$ cat src/rtl/mbrx_pkg.sv
// Shared types, constants and helpers for the Modbus ASCII receive deframer.
`default_nettype none

package mbrx_pkg;

  localparam int unsigned MaxFrameBytesDefault = 256;

  // Framing characters
  localparam logic [7:0] ChColon = 8'h3A;
  localparam logic [7:0] ChCr    = 8'h0D;
  localparam logic [7:0] ChLf    = 8'h0A;

  // Receive phase codes
  localparam logic [1:0] PhaseIdle   = 2'd0;
  localparam logic [1:0] PhaseCollect = 2'd1;
  localparam logic [1:0] PhaseWaitLf = 2'd2;

  // Result kinds
  localparam logic KindData  = 1'b0;
  localparam logic KindFrame = 1'b1;

  // Frame control state, count held apart as its width follows the parameter
  typedef struct packed {
    logic [1:0] phase;
    logic       nibble_phase;
    logic [3:0] high_nibble;
    logic       overflow_seen;
  } ctl_t;

  // One result word
  typedef struct packed {
    logic       kind;
    logic [7:0] data_byte;
    logic [7:0] byte_index;
    logic [8:0] frame_length;
    logic       overflow;
  } res_t;

  // Hex digit decode: bit 4 flags a valid digit, bits 3:0 carry its value
  function automatic logic [4:0] hex_decode(input logic [7:0] c);
    logic [4:0] r;
    r = 5'd0;
    if (c inside {[8'h30:8'h39]}) begin
      r = {1'b1, 4'(c - 8'h30)};
    end else if (c inside {[8'h41:8'h46]}) begin
      r = {1'b1, 4'(c - 8'h37)};
    end else if (c inside {[8'h61:8'h66]}) begin
      r = {1'b1, 4'(c - 8'h57)};
    end
    return r;
  endfunction

endpackage

`default_nettype wire

$ cat src/rtl/modbus_ascii_rx_deframer_core.sv
// Top level of the Modbus ASCII receive deframer.
`default_nettype none

// Takes one received character per input word and turns Modbus ASCII framing
// into data-byte words and frame-complete words. A colon starts (or restarts)
// a frame from any state; hex digits are paired high nibble first into bytes,
// each emitted with its index; CR then LF closes the frame with its byte count
// and an overflow flag. Bytes beyond MaxFrameBytes are dropped and flagged; a
// lone trailing nibble is discarded. Throughput is one character per clock
// while the output does not stall: an input register feeds combinational
// decode logic, which loads a result register on the way to the output.
// Input stall rises only when both registers hold words and the output side
// stalls. Characters that yield no result only update state.
module modbus_ascii_rx_deframer_core #(
  parameter int unsigned MaxFrameBytes = mbrx_pkg::MaxFrameBytesDefault
) (
  input  wire logic       clk_i,
  input  wire logic       rst_ni,
  input  wire logic       in_valid_i,
  output logic            in_stall_o,
  input  wire logic [7:0] rx_char_i,
  output logic            out_valid_o,
  input  wire logic       out_stall_i,
  output logic            kind_o,
  output logic [7:0]      data_byte_o,
  output logic [7:0]      byte_index_o,
  output logic [8:0]      frame_length_o,
  output logic            overflow_o
);

  localparam int unsigned CntW = $clog2(MaxFrameBytes + 1);

  // Input register
  logic       in_valid_q;
  logic [7:0] char_q;

  // Frame state
  mbrx_pkg::ctl_t  ctl_q, ctl_d;
  logic [CntW-1:0] count_q, count_d;

  // Result register
  logic           out_valid_q;
  mbrx_pkg::res_t res_q, res_d;
  logic           res_valid;

  logic advance;   // input register word is consumed this cycle
  logic take_in;

  // The held character may move on whenever the result register is free or
  // being emptied; this is independent of whether it yields a result.
  assign advance    = in_valid_q && (!out_valid_q || !out_stall_i);
  assign in_stall_o = in_valid_q && !advance;
  assign take_in    = in_valid_i && !in_stall_o;

  mbrx_step #(
    .MaxFrameBytes(MaxFrameBytes)
  ) u_step (
    .rx_char_i  (char_q),
    .ctl_i      (ctl_q),
    .count_i    (count_q),
    .ctl_o      (ctl_d),
    .count_o    (count_d),
    .res_valid_o(res_valid),
    .res_o      (res_d)
  );

  // Control: input valid, frame state and output valid
  always_ff @(posedge clk_i or negedge rst_ni) begin
    if (!rst_ni) begin
      in_valid_q  <= 1'b0;
      out_valid_q <= 1'b0;
      ctl_q       <= '0;
      count_q     <= '0;
    end else begin
      if (take_in) begin
        in_valid_q <= 1'b1;
      end else if (advance) begin
        in_valid_q <= 1'b0;
      end
      if (advance) begin
        ctl_q   <= ctl_d;
        count_q <= count_d;
      end
      if (advance && res_valid) begin
        out_valid_q <= 1'b1;
      end else if (!out_stall_i) begin
        out_valid_q <= 1'b0;
      end
    end
  end

  // Payload registers
  always_ff @(posedge clk_i) begin
    if (take_in) begin
      char_q <= rx_char_i;
    end
    if (advance && res_valid) begin
      res_q <= res_d;
    end
  end

  assign out_valid_o    = out_valid_q;
  assign kind_o         = res_q.kind;
  assign data_byte_o    = res_q.data_byte;
  assign byte_index_o   = res_q.byte_index;
  assign frame_length_o = res_q.frame_length;
  assign overflow_o     = res_q.overflow;

  // The count never passes the frame limit
  a_count_bound: assert property (@(posedge clk_i) disable iff (!rst_ni)
    count_q <= CntW'(MaxFrameBytes))
    else $error("byte count above frame limit");

  // Overflow can only be flagged once the frame is full
  a_ovf_full: assert property (@(posedge clk_i) disable iff (!rst_ni)
    ctl_q.overflow_seen |-> (count_q == CntW'(MaxFrameBytes)))
    else $error("overflow flagged on a frame that is not full");

  // A data byte word bumps the count by one
  a_count_inc: assert property (@(posedge clk_i) disable iff (!rst_ni)
    (advance && res_valid && (res_d.kind == mbrx_pkg::KindData))
      |=> (count_q == $past(count_q) + 1'b1))
    else $error("data byte emitted without count increment");

  // A frame-complete word returns the receiver to idle
  a_frame_idle: assert property (@(posedge clk_i) disable iff (!rst_ni)
    (advance && res_valid && (res_d.kind == mbrx_pkg::KindFrame))
      |=> (ctl_q.phase == mbrx_pkg::PhaseIdle))
    else $error("frame complete without return to idle");

  // Input stalls only behind a full, stalled result register
  a_stall_cause: assert property (@(posedge clk_i) disable iff (!rst_ni)
    in_stall_o |-> (out_valid_q && out_stall_i && in_valid_q))
    else $error("input stalled without back-pressure");

endmodule

`default_nettype wire

$ cat src/rtl/mbrx_step.sv
// Per-character next-state and result logic of the deframer.
`default_nettype none

module mbrx_step #(
  parameter int unsigned MaxFrameBytes = mbrx_pkg::MaxFrameBytesDefault,
  localparam int unsigned CntW = $clog2(MaxFrameBytes + 1)
) (
  input  wire logic [7:0]      rx_char_i,
  input  wire mbrx_pkg::ctl_t  ctl_i,
  input  wire logic [CntW-1:0] count_i,
  output mbrx_pkg::ctl_t       ctl_o,
  output logic [CntW-1:0]      count_o,
  output logic                 res_valid_o,
  output mbrx_pkg::res_t       res_o
);

  localparam logic [CntW-1:0] MaxCnt = CntW'(MaxFrameBytes);

  logic [4:0] hex;
  logic [8:0] cnt_lo;   // low bits of the count, as carried in result words

  assign hex    = mbrx_pkg::hex_decode(rx_char_i);
  assign cnt_lo = 9'(count_i);

  always_comb begin
    ctl_o       = ctl_i;
    count_o     = count_i;
    res_valid_o = 1'b0;
    res_o       = '0;
    if (rx_char_i == mbrx_pkg::ChColon) begin
      ctl_o.phase         = mbrx_pkg::PhaseCollect;
      ctl_o.nibble_phase  = 1'b0;
      ctl_o.high_nibble   = 4'd0;
      ctl_o.overflow_seen = 1'b0;
      count_o             = '0;
    end else begin
      case (ctl_i.phase)
        mbrx_pkg::PhaseCollect: begin
          if (rx_char_i == mbrx_pkg::ChCr) begin
            ctl_o.phase        = mbrx_pkg::PhaseWaitLf;
            ctl_o.nibble_phase = 1'b0;
          end else if (hex[4]) begin
            if (!ctl_i.nibble_phase) begin
              ctl_o.high_nibble  = hex[3:0];
              ctl_o.nibble_phase = 1'b1;
            end else begin
              ctl_o.nibble_phase = 1'b0;
              if (count_i >= MaxCnt) begin
                ctl_o.overflow_seen = 1'b1;
              end else begin
                res_valid_o      = 1'b1;
                res_o.kind       = mbrx_pkg::KindData;
                res_o.data_byte  = {ctl_i.high_nibble, hex[3:0]};
                res_o.byte_index = cnt_lo[7:0];
                count_o          = count_i + 1'b1;
              end
            end
          end
        end
        mbrx_pkg::PhaseWaitLf: begin
          if (rx_char_i == mbrx_pkg::ChLf) begin
            ctl_o.phase        = mbrx_pkg::PhaseIdle;
            res_valid_o        = 1'b1;
            res_o.kind         = mbrx_pkg::KindFrame;
            res_o.frame_length = cnt_lo;
            res_o.overflow     = ctl_i.overflow_seen;
          end
        end
        default: begin
        end
      endcase
    end
  end

endmodule

`default_nettype wire

$ cat config.mk
export PLATFORM = sky130hd
export DESIGN_NAME = modbus_ascii_rx_deframer_core
export DESIGN_NICKNAME = d
export VERILOG_FILES = /design/src/rtl/mbrx_pkg.sv /design/src/rtl/modbus_ascii_rx_deframer_core.sv /design/src/rtl/mbrx_step.sv
export SDC_FILE = /design/constraint.sdc
export NUM_CORES = 1
export LEC_CHECK = 0
export ABC_CLOCK_PERIOD_IN_PS = 3600
export BUFFER_PORTS_ARGS = -buffer_cell sky130_fd_sc_hd__buf_4
export CAP_MARGIN = 40
export CORE_UTILIZATION = 50
export DETAILED_ROUTE_END_ITERATION = 6
export PLACE_DENSITY = 0.86
export SYNTH_ARGS = -nofsm -noshare
export SYNTH_HDL_FRONTEND = slang
export SYNTH_SLANG_ARGS = --single-unit
export TNS_END_PERCENT = 1
$ cat constraint.sdc
create_clock -name clk_i -period 3.6 [get_ports clk_i]
set_input_delay 0.54 -clock clk_i [delete_from_list [all_inputs] [get_ports clk_i]]
set_output_delay 0.54 -clock clk_i [all_outputs]
set_load 0.1 [all_outputs]
# [Yosys cells after proc, flatten, opt, wreduce, memory -nomap -nowiden]
# Index checks and enable logic that the tools add are counted.
[op_classes] addsub=4 magnitude_cmp=7 n_eq_ne=11 mux=37 bitwise=5 reduce_logical=26
[op_table] cell="2-to-1 mux 9 bit" n=6
[op_table] cell="2-to-1 mux 17 bit" n=2
[op_table] cell="2-to-1 mux 16 bit" n=2
[op_table] cell="2-to-1 mux 5 bit" n=4
[op_table] cell="== test 8 x 4 -> 1 bit, second input constant" n=2
[op_table] cell=">= comparator 8 x 7 -> 1 bit, second input constant" n=2
[op_table] cell="<= comparator 8 x 7 -> 1 bit, second input constant" n=2
[op_table] cell="2-to-1 mux 1 bit" n=14
[op_table] cell="2-to-1 mux 6 bit" n=2
[op_table] cell="AND reduction 6 bit" n=2
[op_table] cell="nonzero test 2 bit" n=5
[op_table] cell="adder 9 x 1 -> 9 bit, second input constant" n=1
[op_table] cell=">= comparator 9 bit, second input constant" n=1
[op_table] cell="== test 8 x 6 -> 1 bit, second input constant" n=1
[op_table] cell=">= comparator 8 x 6 -> 1 bit, second input constant" n=1
[op_table] cell="<= comparator 8 x 6 -> 1 bit, second input constant" n=1
[op_table] cell="2-to-1 mux 8 bit" n=1
[op_table] cell="!= test 2 x 1 -> 1 bit, second input constant" n=4
[op_table] cell="subtractor 4 x 3 -> 4 bit, second input constant" n=2
[op_table] cell="logical AND 1 bit" n=7
[op_table] cell="!= test 3 x 1 -> 1 bit, second input constant" n=2
[op_table] cell="nonzero test 3 bit" n=2
[op_table] cell="OR reduction 6 bit" n=1
[op_table] cell="inverter 1 bit" n=5
[op_table] cell="13 further kinds" n=18
[word_totals] reg_bits=54 input_bits=12 out_inout_bits=29

# [Depth between registers and ports, before layout]
# Gate-level depths: netlist of the first run.
[depth] ltp_word=11 ltp_mapped=9 mapped_depth_nobuf=8

# [Cells and area by module]
# A second synthesis of the first run with hierarchy kept.
[hier_totals] hier_cells=225 area_unflattened_um2=2771.4
[by_module_without_submodules] module="modbus_ascii_rx_deframer_core" n_inst=1 cells_per_inst=81 area_per_inst_um2=1831.8
[by_module_without_submodules] module="mbrx_step" n_inst=1 cells_per_inst=144 area_per_inst_um2=939.7

# [Least setup slack after synthesis of the first run]
# Ideal clock, no wire load.
[synth_path] path_type="reg2reg" from="register char_q[1]" to="register res_q, in the netlist byte_index_o[0], enable pin" setup_time_ns=0.445 t_arrival_ns=3.342 path_slack_ns=-0.187 stages_incl_launch_ff=9 path_buffers=0 period_less_slack_ns=3.787 path_cell_list="edfxtp_1 > inv_1 > ha_1 > nand2b_1 > o21ai_2 > a31o_2 > a21oi_4 > nor2_1 > nor3_1"
[synth_between] elab_chain_cells=10 word_cells_on_any_way=21 classes_between="6 x order compare; 3 x eq/ne; 8 x mux; 4 x reduce/logical"
[synth_lines] item="start: declaration" line="modbus_ascii_rx_deframer_core.sv:35" source="logic [7:0] char_q;"
[synth_lines] item="start signal: assignment" line="modbus_ascii_rx_deframer_core.sv:95" source="char_q <= rx_char_i;"
[synth_lines] item=">= comparator 8 x 7 -> 1 bit / <= comparator 8 x 7 -> 1 bit (equally long branches)" line="mbrx_pkg.sv:47" source="end else if (c inside {[8'h61:8'h66]}) begin"
[synth_lines] item="logical AND 1 bit" line="mbrx_pkg.sv:47"
[synth_lines] item="2-to-1 mux 5 bit" line="mbrx_pkg.sv:47"
[synth_lines] item="2-to-1 mux 5 bit" line="mbrx_pkg.sv:45" source="end else if (c inside {[8'h41:8'h46]}) begin"
[synth_lines] item="2-to-1 mux 5 bit" line="mbrx_pkg.sv:43" source="if (c inside {[8'h30:8'h39]}) begin"
[synth_lines] item="2-to-1 mux 1 bit" line="mbrx_step.sv:42" source="end else if (hex[4]) begin"
[synth_lines] item="2-to-1 mux 1 bit" line="mbrx_step.sv:39" source="if (rx_char_i == mbrx_pkg::ChCr) begin"
[synth_lines] item="case mux 1 bit (2 select lines)" line="mbrx_step.sv:37" source="case (ctl_i.phase)"
[synth_lines] item="2-to-1 mux 1 bit *" line="mbrx_step.sv:30" source="if (rx_char_i == mbrx_pkg::ChColon) begin"
[synth_lines] item="logical AND 1 bit *" line="modbus_ascii_rx_deframer_core.sv:97" source="if (advance && res_valid) begin"
[synth_lines] item="end signal: assignment" line="modbus_ascii_rx_deframer_core.sv:98" source="res_q <= res_d;"
[synth_lines] item="end: declaration" line="modbus_ascii_rx_deframer_core.sv:43" source="mbrx_pkg::res_t res_q, res_d;"
# Mark *: on every way between the ends. The rest lies on a longest branch, timed or not.
# A chain may end at the register's enable or synchronous reset.

# [Final worst setup path of the first run]
[layout_path] from="register char_q[0]" to="register res_q, in the netlist data_byte_o[3], enable pin"
# Same word-level chain as after synthesis.

==> results of run 1 <==
-- state kept, by name (all words and copies together) (netlist names) --
signal and flops:
data_byte_o 8, in_valid_q 1, char_q 8, overflow_o 1
ctl_q 8, byte_index_o 8, out_valid_o 1, frame_length_o 9
count_q 9, kind_o 1
-- logic make-up after synthesis --
group	synth area share (%)
AOI/OAI and AO/OA	13.2
xor gates and xnor gates	0.340
adders and majority gates	3.89
buffers and inverters	2.53
DFF	59.3
muxes	0.389
and+or+nand+nor	20.4
-- synthesized netlist by cell type, types with 2 or more instances --
cell,n,area [sq um]
edfxtp_1,35,1050
nand2_1,25,93.8
dfrtp_1,19,475
and2_1,14,87.6
o21ai_0,14,70.1
and3_1,12,75.1
nor2_1,11,41.3
inv_1,9,33.8
nand3_1,9,45.0
a21oi_1,8,40.0
ha_1,8,100
clkbuf_1,5,18.8
nor3_1,5,25.0
a211o_1,3,26.3
a21o_1,3,22.5
nand2b_1,3,18.8
nand3b_1,3,22.5
nor4_1,3,18.8
nand4_1,2,12.5
nor2b_1,2,12.5
o211a_1,2,20.0
o31ai_1,2,15.0
or3_1,2,12.5
-- placed cells by master (no fill, tap or decap), types with 3 or more instances in the layout --
cell type / instances
clkbuf_8: 5
dfrtp_1: 19
nor3_1: 4
nand3_1: 9
inv_1: 9
nand2_1: 25
o21ai_0: 14
a211o_1: 3
a21o_1: 3
edfxtp_1: 35
nor2_1: 11
ha_1: 8
buf_4: 41
and2_1: 14
nor4_1: 3
a21oi_1: 8
nand2b_1: 3
and3_1: 12
nand3b_1: 3
-- layer usage --
| layer | up-vias | track usage, % |
|---|---|---|
| met3 | 7 | 4.25 |
| li1 | 901 | - |
| met2 | 56 | 30.9 |
| met5 | - | 0 |
| met4 | 0 | 6.62 |
| met1 | 844 | 23.7 |
-- worst min-delay path by stage --
stage | slack [ns] | endpoint | from | cells after the start
floorplan | 0.24 | count_q[0] | rst_ni | 0
global placement | 0.43 | count_q[4] | rst_ni | 1
detailed placement | 0.43 | ctl_q[6] | rst_ni | 1
CTS | 0.08 | ctl_q[6] | rst_ni | 1
global route | 0.09 | count_q[2] | rst_ni | 1
finish | 0.07 | ctl_q[6] | rst_ni | 1
-- worst max-delay path, stage by stage, from the launching register on --
cell and delay [ns]:
edfxtp_1 0.48, inv_1 0.10, ha_1 0.23, and3b_1 0.21, nand2_1 0.53, nand2_1 0.37
nor3_4 0.19, buf_4 0.33
-- area by class of cell --
type	instances	area, sq um
clock buffer	5	68.8
clock inverter	3	23.8
fill	404	1810
inverter	9	33.8
multi-input combinational	153	995
sequential	54	1530
tap	67	83.8
timing repair buffer	41	308
-- power by group --
part,internal [W],switching [W]
logic,0.0000506,0.0000576
registers,0.000677,0.0000254
clock network,0.000139,0.000203
-- through the flow --
step / std cells / cell area [sq um] / setup WS, ns / power (W) / utilization [%]
global route: 332 / 3040 / 0.692 / 0.00120 / 62.7
CTS: 332 / 3040 / 0.850 / 0.00116 / 62.7
detailed placement: 324 / 2950 / 0.862 / 0.000823 / 60.8
finish: 332 / 3040 / 0.831 / 0.00115 / 62.7
global placement: 324 / 2950 / 0.969 / 0.000820 / 60.8
floorplan: 223 / 2580 / 0.635 / 0.000788 / -
==> results.cfg, run 1 <==
[run_status]
run_status = finished clean

[sta]
setup_viol = 0
fin_crit_ns = 2.77
max_slew.worst_pin.slew_ns = 0.692
hold_viol = 0
hold_slack_ns = 0.0730
fin_crit_sh_pct = 76.9
setup_tns_ns = 0
fmax_ghz = 0.361
clock_skew_ns = 0.0129
grt_setup_unrepaired = no
max-slew-margin-rel_pct = 53.8
slew_violations = 0

[clock_network]
path_clk_slew_ns = 0.10
tritoncts = built
htreeDepth = 2
cts_buffers = 5
cts.sinks = 54
post_cts_buffers = 0
postCtsHoldBufs = 0
cts-root-buf = clkbuf_8
ctsResizeCount = 0
clk_latency_ns = 0.32
cts_buffer_depth = 2

[global_route]
gr-total-overflow = 0
grt_max_degree = 28
grt_usage_pct = 18.5
grt_first_pass_wirelength_um = 7470
antenna_found_initial = 0
grt_pass1_vias = 1630

[critical_path]
crit_start = char_q[0]
crit_type = flip-flop to flip-flop
cp.arrival_ns = 2.77
r2r_setup_slack_ns = 0.83
required_ns = 3.60
end_kind = flip-flop
worstRegToRegCells = 7
endpoint = data_byte_o[3]
timing.rr.end = data_byte_o[3]
start_kind = flip-flop
crit_path_max_fanout = 27
crit-reg2reg-launch = char_q[0]

[synth]
synth_cells = 223
yosysSeqAreaShare_pct = 59.3
ys.warnings.count = 0
syn-cell-area_sq_um = 2570
syn_area_per_cell_sq_um = 11.5
synth_cell_types = 47
synth_edf_count = 35
syn_nets = 243
ys.flop_type = edfxtp_1
synth-async-reset-ratio_pct = 35.2
synth_seq_cells = 54

[detailed_routing]
wirelength_um = 4490
vias_per_cell = 5.45
routedWlPerCell_um = 13.5
drc = 0
routed-via-count = 1808
antenna_left = 0
dr.first_iter.drc_count = 109
route.met2.wl_um = 2150
wl_met3_um = 211
top_layer = met4
first_pass_iters = 4
m1WireLength_um = 2070

[final_layout]
syn2layout_area_growth_pct = 18.0
drive_gt1_share_pct = 21.9
antenna_cells = 0
layout.nets = 284

[placement]
io_buffers = 40
hpwl_um = 3210
gp_congestion = 0.887

[floorplanning]
io_pins = 41
dieArea_sq_um = 5440
fp.dieW_um = 73.8
core_sq_um = 4850
initial_core_util_pct = 53.1
die_height_um = 73.8
rows = 25

[worst_hold_path]
holdCritPathClass = input pin to async pin

[power]
irDropWorstVdd_mv = 0.274
power_density_nw_per_um2 = 379
p_leak_nw = 1.33

[run]
maxCapViolCount = 0
Note: power is estimated with default switching activity, not from simulation.
==> inputs of run 2 (changes only) <==
--- a/config.mk
+++ b/config.mk
@@ -5,7 +5,8 @@
 export SDC_FILE = /design/constraint.sdc
 export NUM_CORES = 1
 export LEC_CHECK = 0
-export ABC_CLOCK_PERIOD_IN_PS = 3600
+export ABC_AREA = 1
+export ABC_CLOCK_PERIOD_IN_PS = 2440
 export BUFFER_PORTS_ARGS = -buffer_cell sky130_fd_sc_hd__buf_4
 export CAP_MARGIN = 40
 export CORE_UTILIZATION = 50
==> constraint.sdc (replaced) <==
create_clock -name clk_i -period 2.44 [get_ports clk_i]
set_input_delay 0.366 -clock clk_i [delete_from_list [all_inputs] [get_ports clk_i]]
set_output_delay 0.366 -clock clk_i [all_outputs]
set_load 0.1 [all_outputs]
==> results.cfg, run 2 <==
[run_status]
run_status = finished clean

[final_layout]
antenna_cells = 0
layout_common_cells = 46 x nand2_1, 41 x buf_4, 38 x nor2_1
final_common_cell = nand2_1
nFillCells = 376
layout.nets = 321
syn2layout_area_growth_pct = 19.0
drive_gt1_share_pct = 25.8

[synth]
syn-cell-area_sq_um = 2580
post-synth-top-count-cell = nand2_1
synth_edf_count = 35
synth_cell_types = 25
synth-async-reset-ratio_pct = 35.2
syn_nets = 274
ys.flop_type = edfxtp_1
synth_cells = 254
synth_top_area_share_pct = 40.8
synth_common_cells = 46 x nand2_1, 39 x nor2_1, 35 x edfxtp_1
ys.warnings.count = 0
yosysTopAreaCell = edfxtp_1
ys_top_cells_by_area = edfxtp_1 41%, dfrtp_1 18%, nand2_1 6.7%, nor2_1 5.7%, inv_1 4.5%
yosysSeqAreaShare_pct = 59.3
synth_seq_cells = 54
syn_area_per_cell_sq_um = 10.1

[sta]
fin_crit_sh_pct = 84.0
fmax_ghz = 0.488
hold_viol = 0
clock_skew_ns = 0.00468
max-slew-margin-rel_pct = 76.3
worst_slack_ns = 0.391
fin_crit_ns = 2.05
setup_tns_ns = 0
slew_violations = 0
max_slew.worst_pin.slew_ns = 0.355
setup_viol = 0
grt_setup_unrepaired = no
hold_slack_ns = 0.228

[clock_network]
cts_buffer_depth = 2
clk_latency_ns = 0.31
tritoncts = built
htreeDepth = 2
path_clk_slew_ns = 0.08
cts-root-buf = clkbuf_8
post_cts_buffers = 0
cts.sinks = 54
cts_buffers = 5

[floorplanning]
rows = 25
core_sq_um = 4850
dieArea_sq_um = 5440
fp.dieW_um = 73.8
die_height_um = 73.8
initial_core_util_pct = 53.1
io_pins = 41

[global_route]
grt_usage_pct = 17.4
antenna_found_initial = 0
grt_pass1_vias = 1597
grt_first_pass_wirelength_um = 6990
grt_max_degree = 28
gr-total-overflow = 0

[detailed_routing]
drc = 0
dr.first_iter.drc_count = 69
vias_per_cell = 4.89
antenna_left = 0
routed-via-count = 1804
first_pass_iters = 4
wirelength_um = 4060
routedWlPerCell_um = 11.0

[power]
p_clk_share_pct = 29.4
p_sw_share_pct = 23.7
internal_power_w = 0.00125
pwr-share-seq_pct = 61.9
total_power_w = 0.00164
p_switching_w = 0.000390
p_leak_nw = 1.38
combPwrFrac_pct = 8.8
irDropWorstVdd_mv = 0.367
power_density_nw_per_um2 = 536

[critical_path]
cp.arrival_ns = 2.07
worstRegToRegCells = 12
start_kind = flip-flop
crit_path_max_fanout = 27
crit_type = flip-flop to flip-flop
end_kind = flip-flop
required_ns = 2.46

[worst_hold_path]
holdCritPathClass = input pin to flip-flop
worstHoldPathCells = 1

[placement]
place_ws_ns = 0.383
io_buffers = 40
gp_congestion = 0.841
hpwl_um = 3020

[run]
maxCapViolCount = 0
==> run 2: changes by cell type after synthesis, sizes merged, moves of 4 or more <==
cell    previous run  this run
nor2              11        51
nand2             25        52
a21oi              9         1
nand3              9        17
clkbuf             6         1
inv                9        35
and3              12         0
and2              14         0
nor3               5         1
xor2               1         7
==> run 2: layer usage <==
metal | part of all wire (%) | up-vias | GRT usage, %
li1 | - | 912 | -
met1 | 45 | 837 | 21.0
met2 | 48 | 49 | 28.8
met3 | 5.2 | 6 | 4.53
met4 | 1.9 | 0 | 8.76
met5 | 0 | - | 0
==> run 2: final cells by class <==
cell class                 instances  area, sq um  share of cell area [%]
timing repair buffer              43          338                    11.0
multi-input combinational        162          897                    29.3
inverter                          35          134                    4.37
clock buffer                       6         72.6                    2.37
clock inverter                     2         13.8                   0.449
tap                               67         83.8                    2.73
sequential                        54         1530                    49.8
==> run 2: worst paths after layout <==
path                                  endpoint  slack, ns    startpoint
worst max register to register  data_byte_o[1]       0.39     char_q[0]
max in group asynchronous             ctl_q[4]       1.79        rst_ni
worst max-delay path            data_byte_o[1]       0.39     char_q[0]
min in group asynchronous             ctl_q[6]       0.45        rst_ni
worst min-delay path                 char_q[4]       0.23  rx_char_i[4]
worst min register to register        ctl_q[3]       0.50      ctl_q[3]
==> run 2: what timing repair did <==
action                     CTS  global route
gates resized for setup      0             0
setup endpoints to repair    0             0
hold endpoints to repair    19             0
hold buffers                 1             0
==> run 2: critical path, stage by stage, from the launching register on <==
cell and delay (ns):
edfxtp_1 0.44, inv_1 0.12, ha_1 0.21, nand2_1 0.08, nor2_1 0.06, nor2_4 0.12, nand3_4 0.10, nand2_4 0.12
nand3_1 0.08, nand2_1 0.07, nand2_1 0.07, inv_1 0.10, buf_12 0.18
==> run 2: cells by family (layout without fill, tap and decap cells) <==
kind of cell | Yosys count | in the layout | synth area share (%)
and+or+nand+nor | 127 | 127 | 24.4
buffers and inverters | 38 | 86 | 6.22
AOI/OAI and AO/OA | 20 | 20 | 3.89
DFF | 54 | 54 | 59.3
adders and majority gates | 8 | 8 | 3.89
xor gates and xnor gates | 7 | 7 | 2.38
==> run 2: power groups by stage <==
stage	sequential [W]	clock [W]	combinational (W)
finish	0.00102	0.000482	0.000144
global route	0.00102	0.000523	0.000166
CTS	0.00102	0.000491	0.000147
detailed placement	0.00104	0	0.000144
global placement	0.00103	0	0.000136
floorplan	0.00103	0	0.0000995
==> run 2: through the flow <==
| stage | instances | utilization [%] | cell area [sq um] |
|---|---|---|---|
| floorplan | 254 | - | 2580 |
| global placement | 360 | 61.2 | 2970 |
| detailed placement | 360 | 61.2 | 2970 |
| CTS | 369 | 63.2 | 3070 |
| global route | 369 | 63.2 | 3070 |
| finish | 369 | 63.2 | 3070 |
==> inputs of run 3 (changes only) <==
--- a/config.mk
+++ b/config.mk
@@ -6,7 +6,7 @@
 export NUM_CORES = 1
 export LEC_CHECK = 0
 export ABC_AREA = 1
-export ABC_CLOCK_PERIOD_IN_PS = 2440
+export ABC_CLOCK_PERIOD_IN_PS = 1700
 export BUFFER_PORTS_ARGS = -buffer_cell sky130_fd_sc_hd__buf_4
 export CAP_MARGIN = 40
 export CORE_UTILIZATION = 50
==> constraint.sdc (replaced) <==
create_clock -name clk_i -period 1.7 [get_ports clk_i]
set_input_delay 0.255 -clock clk_i [delete_from_list [all_inputs] [get_ports clk_i]]
set_output_delay 0.255 -clock clk_i [all_outputs]
set_load 0.1 [all_outputs]
==> results.cfg, run 3 (synthesis results as in run 2) <==
[floorplanning]
die_height_um = 73.8
fp.dieW_um = 73.8
initial_core_util_pct = 53.1
rows = 25
io_pins = 41
dieArea_sq_um = 5440
core_sq_um = 4850

[sta]
hold_slack_ns = 0.119
grt_setup_unrepaired = yes
worst_slack_ns = -0.148
slew_violations = 0
setup_viol = 47
fin_crit_ns = 1.85
clock_skew_ns = 0.00621
hold_viol = 0
max_slew.worst_pin.slew_ns = 0.273
max-slew-margin-rel_pct = 81.8
fin_crit_sh_pct = 109
fmax_ghz = 0.541

[final_layout]
nFillCells = 327
drive_gt1_share_pct = 37.5
layout_common_cells = 67 x buf_4, 43 x nand2_1, 35 x edfxtp_1
stdcell_area_sq_um = 3420
regArea_sq_um = 1530
multi_input_area_sq_um = 968
antenna_cells = 0
layout.nets = 352
syn2layout_area_growth_pct = 32.7
final_common_cell = buf_4

[detailed_routing]
vias_per_cell = 4.92
routed-via-count = 1967
wirelength_um = 4900
dr.first_iter.drc_count = 89
first_pass_iters = 4
antenna_left = 0
drc = 0
routedWlPerCell_um = 12.2

[critical_path]
crit_path_max_fanout = 6
cp_top_family = simple AND/OR/NAND/NOR gates
path_buf_inv = 3
worstRegToRegCells = 12
cp.arrival_ns = 1.93
end_kind = flip-flop
r2r_setup_slack_ns = -0.15
crit_path_max_incr_delay_ns = 0.44
crit_slowest_cell = edfxtp_1
crit_type = flip-flop to flip-flop
start_kind = flip-flop
cp_cell_sequence = inv_2, ha_4, nand2_4, nor2_4, nor2_4, nand3_4, nand2_4, nand3_2, nand2_2, nand2_2, clkinvlp_4, clkbuf_16
timing.rr.end = frame_length_o[1]
required_ns = 1.78
crit-reg2reg-launch = char_q[1]

[global_route]
grt_usage_pct = 19.2
gr-total-overflow = 0
grt_first_pass_wirelength_um = 7870
grt_max_degree = 24
antenna_found_initial = 0
grt_pass1_vias = 1803

[clock_network]
cts.sinks = 54
cts-root-buf = clkbuf_8
tritoncts = built
htreeDepth = 2
cts_buffer_depth = 2
clk_latency_ns = 0.31
cts_buffers = 5
path_clk_slew_ns = 0.09

[placement]
place_ws_ns = -0.154
place_area_sq_um = 3220
gp_congestion = 0.785
hpwl_um = 3550
io_buffers = 40

[power]
power_density_nw_per_um2 = 709
irDropWorstVdd_mv = 0.524
p_leak_nw = 1.53
total_power_w = 0.00243

[worst_hold_path]
worstHoldPathCells = 1
hold_path.startpoint = rx_char_i[3]
holdPathEnd = char_q[3]
holdCritPathClass = input pin to flip-flop

[run]
maxCapViolCount = 0

[run_status]
run_status = finished, violations left
violations = negative setup slack
-- run 3: cell count changes in the layout (fill, tap and decap cells not counted), moves of 2 or more --
| cell | change |
|---|---|
| buf_4 | +26 |
| nor2_1 | -4 |
| buf_6 | +3 |
| clkinvlp_4 | +3 |
| ha_1 | -3 |
| inv_1 | -3 |
| nand2_1 | -3 |
| nor2_2 | +3 |
| ha_4 | +2 |
| inv_2 | +2 |
| nand2_2 | +2 |
| o21ai_0 | -2 |
-- run 3: where the power goes --
part | leakage [nW] | total, W | switching [W] | internal (W)
sequential | 0.588 | 0.00146 | 0.0000293 | 0.00143
combinational | 0.904 | 0.000273 | 0.000152 | 0.000121
clock | 0.0374 | 0.000696 | 0.000406 | 0.000291
total | 1.53 | 0.00243 | 0.000587 | 0.00184
-- run 3: worst max-delay path by stage --
| stage | start | end | slack (ns) | cells after the start |
|---|---|---|---|---|
| after floorplan | char_q[0] | byte_index_o[0] | -0.30 | 11 |
| after global placement | char_q[1] | frame_length_o[1] | -0.07 | 11 |
| after detailed placement | char_q[1] | kind_o | -0.15 | 11 |
| after CTS | char_q[1] | frame_length_o[5] | -0.16 | 11 |
| after global routing | char_q[0] | byte_index_o[2] | -0.24 | 11 |
| final | char_q[1] | frame_length_o[1] | -0.15 | 12 |
-- run 3: per-stage QoR --
stage	util, %	std cells	TNS [ns]
finish	70.5	400	-5.14
global route	70.5	400	-10.11
CTS	68.6	396	-4.49
detailed placement	66.4	386	-4.42
floorplan	-	254	-10.33
global placement	66.4	386	-1.78
-- run 3: timing repair --
item                                    4_1_cts  5_1_grt
hold buffers                                  1        0
endpoints found under the hold margin        19        0
buffers inserted                              1        2
cloned                                        0        2
gates resized for setup                       2       11
endpoints found under the setup margin       53       60
pin swaps                                     2        5
-- run 3: area by class of cell --
type	count	share of cell area (%)
clock buffers	6	2.12
flip-flops and latches	54	44.7
multi-input cells	162	28.3
repair buffers	74	17.9
well taps	67	2.45
inverters	35	4.10
clock inverters	2	0.439
-- run 3: per-layer routing --
| layer | vias to the layer above | wire length, um | global-route usage (%) |
|---|---|---|---|
| li1 | 982 | - | - |
| met5 | - | 0 | 0 |
| met2 | 63 | 2580 | 34.4 |
| met1 | 917 | 2020 | 22.3 |
| met3 | 5 | 236 | 4.25 |
| met4 | 0 | 55 | 7.48 |
